==> config.mk <==
export PLATFORM = sky130hd
export DESIGN_NAME = wtl_mul
export DESIGN_NICKNAME = d
export VERILOG_FILES = /design/src/design/wtl_pkg.sv /design/src/design/wtl_mul.sv
export SDC_FILE = /design/constraint.sdc
export NUM_CORES = 1
export LEC_CHECK = 0
export BUFFER_PORTS_ARGS = -buffer_cell sky130_fd_sc_hd__buf_2
export CORE_ASPECT_RATIO = 0.8
export CORE_MARGIN = 2
export CORE_UTILIZATION = 65
export DETAILED_ROUTE_END_ITERATION = 6
export HOLD_SLACK_MARGIN = 0.08
export PLACE_DENSITY = 0.85
export SETUP_SLACK_MARGIN = 0.5
export SLEW_MARGIN = 20
export SYNTH_ARGS = -nofsm -noshare
export SYNTH_HDL_FRONTEND = slang
export SYNTH_SLANG_ARGS = --single-unit
export TNS_END_PERCENT = 100
==> constraint.sdc <==
create_clock -name clk -period 6.9 [get_ports clk]
set_input_delay 0.345 -clock clk [delete_from_list [all_inputs] [get_ports clk]]
set_output_delay 0.345 -clock clk [all_outputs]
set_load 0.01 [all_outputs]
==> src/design/wtl_pkg.sv <==
// Shared widths, codes and reset values for the wavetable LFO.
package wtl_pkg;

	localparam int PHASE_W       = 30;
	localparam int ENV_W         = 25;
	localparam int FACTOR_W      = 26;
	localparam int RATE_W        = 16;
	localparam int SAMPLE_W      = 16;
	localparam int LEVEL_W       = 16;
	localparam int IDX_W         = 11;
	localparam int KIND_W        = 2;
	localparam int PROD_W        = RATE_W + FACTOR_W;
	localparam int PADDR_W       = 3;
	localparam int PDATA_W       = 32;
	localparam int TABLE_ADDR_BITS_DEF = 11;

	// step = (rate * factor) >> 8, only the low PHASE_W bits survive the wrap
	localparam int STEP_SHIFT    = 8;

	localparam logic [ENV_W-1:0]    ENV_ONE        = 25'h100_0000;
	localparam logic [FACTOR_W-1:0] FACTOR_RESET   = 26'd779128;
	localparam logic [ENV_W-1:0]    ATTACK_RESET   = 25'h100_0000;
	localparam logic [SAMPLE_W-1:0] SAMPLE_OFFSET  = 16'h8000;

	// item kinds
	localparam logic [KIND_W-1:0] KIND_LOAD    = 2'd0;
	localparam logic [KIND_W-1:0] KIND_SAMPLE  = 2'd1;
	localparam logic [KIND_W-1:0] KIND_RESTART = 2'd2;

	// register indexes (paddr[2])
	localparam logic REG_PHASE_FACTOR = 1'b0;
	localparam logic REG_ATTACK_STEP  = 1'b1;

endpackage

==> src/design/wtl_mul.sv <==
// Shared unsigned multiplier with registered product.
module wtl_mul (
	input  logic                         clk,
	input  logic                         en,
	input  logic [wtl_pkg::RATE_W-1:0]   a,
	input  logic [wtl_pkg::FACTOR_W-1:0] b,
	output logic [wtl_pkg::PROD_W-1:0]   prod_q
);
	import wtl_pkg::*;

	always_ff @(posedge clk) begin
		if (en) begin
			prod_q <= PROD_W'(a) * PROD_W'(b);
		end
	end

endmodule

==> flow_summary.yaml <==
timing:
  setup_viol: 0
  hold_viol: 0
  period_minus_slack_ns: 6.315
  tightest_slew_ns: 0.9187
  maxSlewHeadroom: 0.3875
  rsz0062_at_grt: "yes"
  max_freq_ghz: 0.1584
  period_share: 0.9152
  holdWs_ns: 0.6621
  slew_viol_final: 0
floorplanning:
  dieArea_mm2: 0.02362
  die_h_um: 137.9
  io_pins: 86
  die_w_um: 171.3
  start_util: 0.6679
  core_area_mm2: 0.02180
  rows: 48
yosys:
  yosysUniqueCellTypes: 46
  yosys_warnings: 0
  synthArstFlopShare: 0
  ys_ff_latch: 42
  syn_avg_cell_area_um2: 9.152
  synthFlopType: "edfxtp_1"
  ys_seq_area_frac: 0.08662
  synth_edf_count: 42
  synth_area_mm2: 0.01456
  syn_nets: 2083
  synthesis.instances: 1591
critical_path:
  cp_cell_sequence: "buf_2 > nand2_1 > fa_1 > inv_1 > fa_1 > fa_1 > fa_1 > fa_1 > inv_1 > fa_1 > inv_1 > ha_1 > nand4_1 > inv_1 > a2111oi_2 > o221ai_1 > and2_1 > a21o_2 > a2111oi_2 > a311oi_1"
  endpoint_kind: "flop"
  worstSetupPathType: "in2reg"
  slowest_stage: "fa_1"
  path_max_fanout: 26
  worstPathRequired_ns: 6.92
  worstPathArrival_ns: 6.33
  cpLargestDelayFamily: "adder cells"
  cpMostUsedCell: "fa_1"
  startpoint_type: "input port"
  critPathMaxStageDelay_ns: 0.57
  critPathBufInv: 5
clock_network:
  cts_root_buffer: "clkbuf_16"
  htreeDepth: 2
  clock_path_buffers: 2
  clkTransAtPathRegs_ns: 0.06
  clock_sinks: 42
  cts_tree: "built"
  post-cts-setup-buffer-count: 0
  cts_buffers: 5
  hold_buffers: 0
route:
  drtIter0Drc: 807
  num_vias: 11010
  drc_errors: 0
  post_drt_wl_per_cell_um: 17.92
  totalWireLength_mm: 34.52
  drtAntennaViolNets: 0
  dr.pass1.iters: 5
  via_per_inst: 5.718
cells_and_area:
  post-route-util: 0.7065
  fin_area_mm2: 0.01540
  drive_gt1_frac: 0.06765
  reg_top3: "prod_q x42"
  top_register: "prod_q"
  area_growth_pct: 5.783
  largest_reg_flops: 42
  n_antenna_cell: 0
  final_net_count: 2118
job:
  drv_cap: 0
grt:
  grt_usage: 0.3127
  grt_pass1_wl_mm: 56.68
  grt_remaining_overflow: 0
  grt_pass1_vias: 11650
  grt_max_degree: 43
  antenna_found_initial: 0
placed_design:
  hpwl_mm: 27.26
  gp_routability_congestion: 0.9367
  placed_area_mm2: 0.01518
  numPortBuffers: 85
min_path:
  worst_hold_path_type: "in2reg"
outcome:
  status: "completed"
cell usage in the layout, fill, tap and decap left out, types with 3 or more instances in the layout:
| master | netlist | layout |
|---|---|---|
| a21oi_1 | 36 | 33 |
| edfxtp_1 | 42 | 42 |
| xor2_1 | 12 | 12 |
| o211ai_1 | 4 | 4 |
| o21bai_1 | 5 | 5 |
| a21o_1 | 28 | 27 |
| nor3_1 | 3 | 3 |
| buf_4 | 0 | 17 |
| ha_1 | 114 | 114 |
| nand4_1 | 4 | 4 |
| o21a_1 | 4 | 4 |
| xnor2_1 | 22 | 22 |
| nor2b_1 | 3 | 3 |
| nand3_1 | 7 | 7 |
| and3_1 | 4 | 4 |
| clkbuf_16 | 0 | 5 |
| nand2b_1 | 3 | 3 |
| fa_1 | 334 | 334 |
| a211oi_1 | 5 | 5 |
| buf_2 | 1 | 70 |
| and2_1 | 178 | 178 |
| o21ai_0 | 19 | 18 |
| inv_1 | 373 | 373 |
| a21oi_2 | 1 | 4 |
| nand2_1 | 267 | 267 |
| nor2_1 | 27 | 27 |
| clkbuf_4 | 0 | 7 |
stage by stage:
stage / setup TNS (ns) / setup WS [ns] / cells
global placement: 0 / 0.2743 / 1919
finish: 0 / 0.5851 / 1926
floorplan: 0 / 0.6048 / 1591
global route: 0 / 0.4407 / 1926
detailed placement: -0.01893 / -0.01893 / 1919
CTS: 0 / 0.5024 / 1926
cell usage after synthesis, types with 3 or more instances:
master,number,area share
inv_1,373,0.096
fa_1,334,0.46
nand2_1,267,0.069
and2_1,178,0.076
ha_1,114,0.098
clkbuf_1,65,0.017
edfxtp_1,42,0.087
a21oi_1,36,0.012
a21o_1,28,0.014
nor2_1,27,0.0070
xnor2_1,22,0.013
o21ai_0,19,0.0065
xor2_1,12,0.0072
nand3_1,7,0.0024
a211oi_1,5,0.0026
o21bai_1,5,0.0026
and3_1,4,0.0017
nand4_1,4,0.0017
o211ai_1,4,0.0021
o21a_1,4,0.0021
a2111oi_0,3,0.0018
nand2b_1,3,0.0013
nor2b_1,3,0.0013
nor3_1,3,0.0010
final timing paths:
check             cells past startpoint  slack (ns)  startpoint    endpoint
setup / recovery                     20        0.59       a[12]  prod_q[37]
hold / removal                        2        0.66        b[0]   prod_q[0]
cells by family after synthesis:
group | share of synthesized area
flops | 0.08662
xor+xnor | 0.02045
compound gates | 0.05508
mux | 0.001461
fa+ha+maj | 0.5572
buf+inv | 0.1133
simple gates | 0.1659
routing by layer:
layer,GRT usage,up-vias,wire (µm)
met5,0,-,0
met4,0.1281,0,1566
met3,0.04937,126,2768
met2,0.5488,499,17380
met1,0.3914,5612,12810
li1,-,4776,-
repair_timing:
action	in CTS	in global routing
pin swaps	0	1
cloned	0	0
gates resized for setup	10	15
setup endpoints to repair	5	11
final cells by class:
class | instances | area [µm²]
inverter | 373 | 1400
clock buffer | 5 | 125.1
fill | 1620 | 6399
timing repair buffer | 94 | 530.5
clock inverter | 2 | 33.78
tap | 300 | 375.4
sequential | 42 | 1261
multi-input combinational | 1110 | 11680
Power is not shown: default switching activity piles up to over one toggle a cycle in this logic, so the estimate is an artifact.
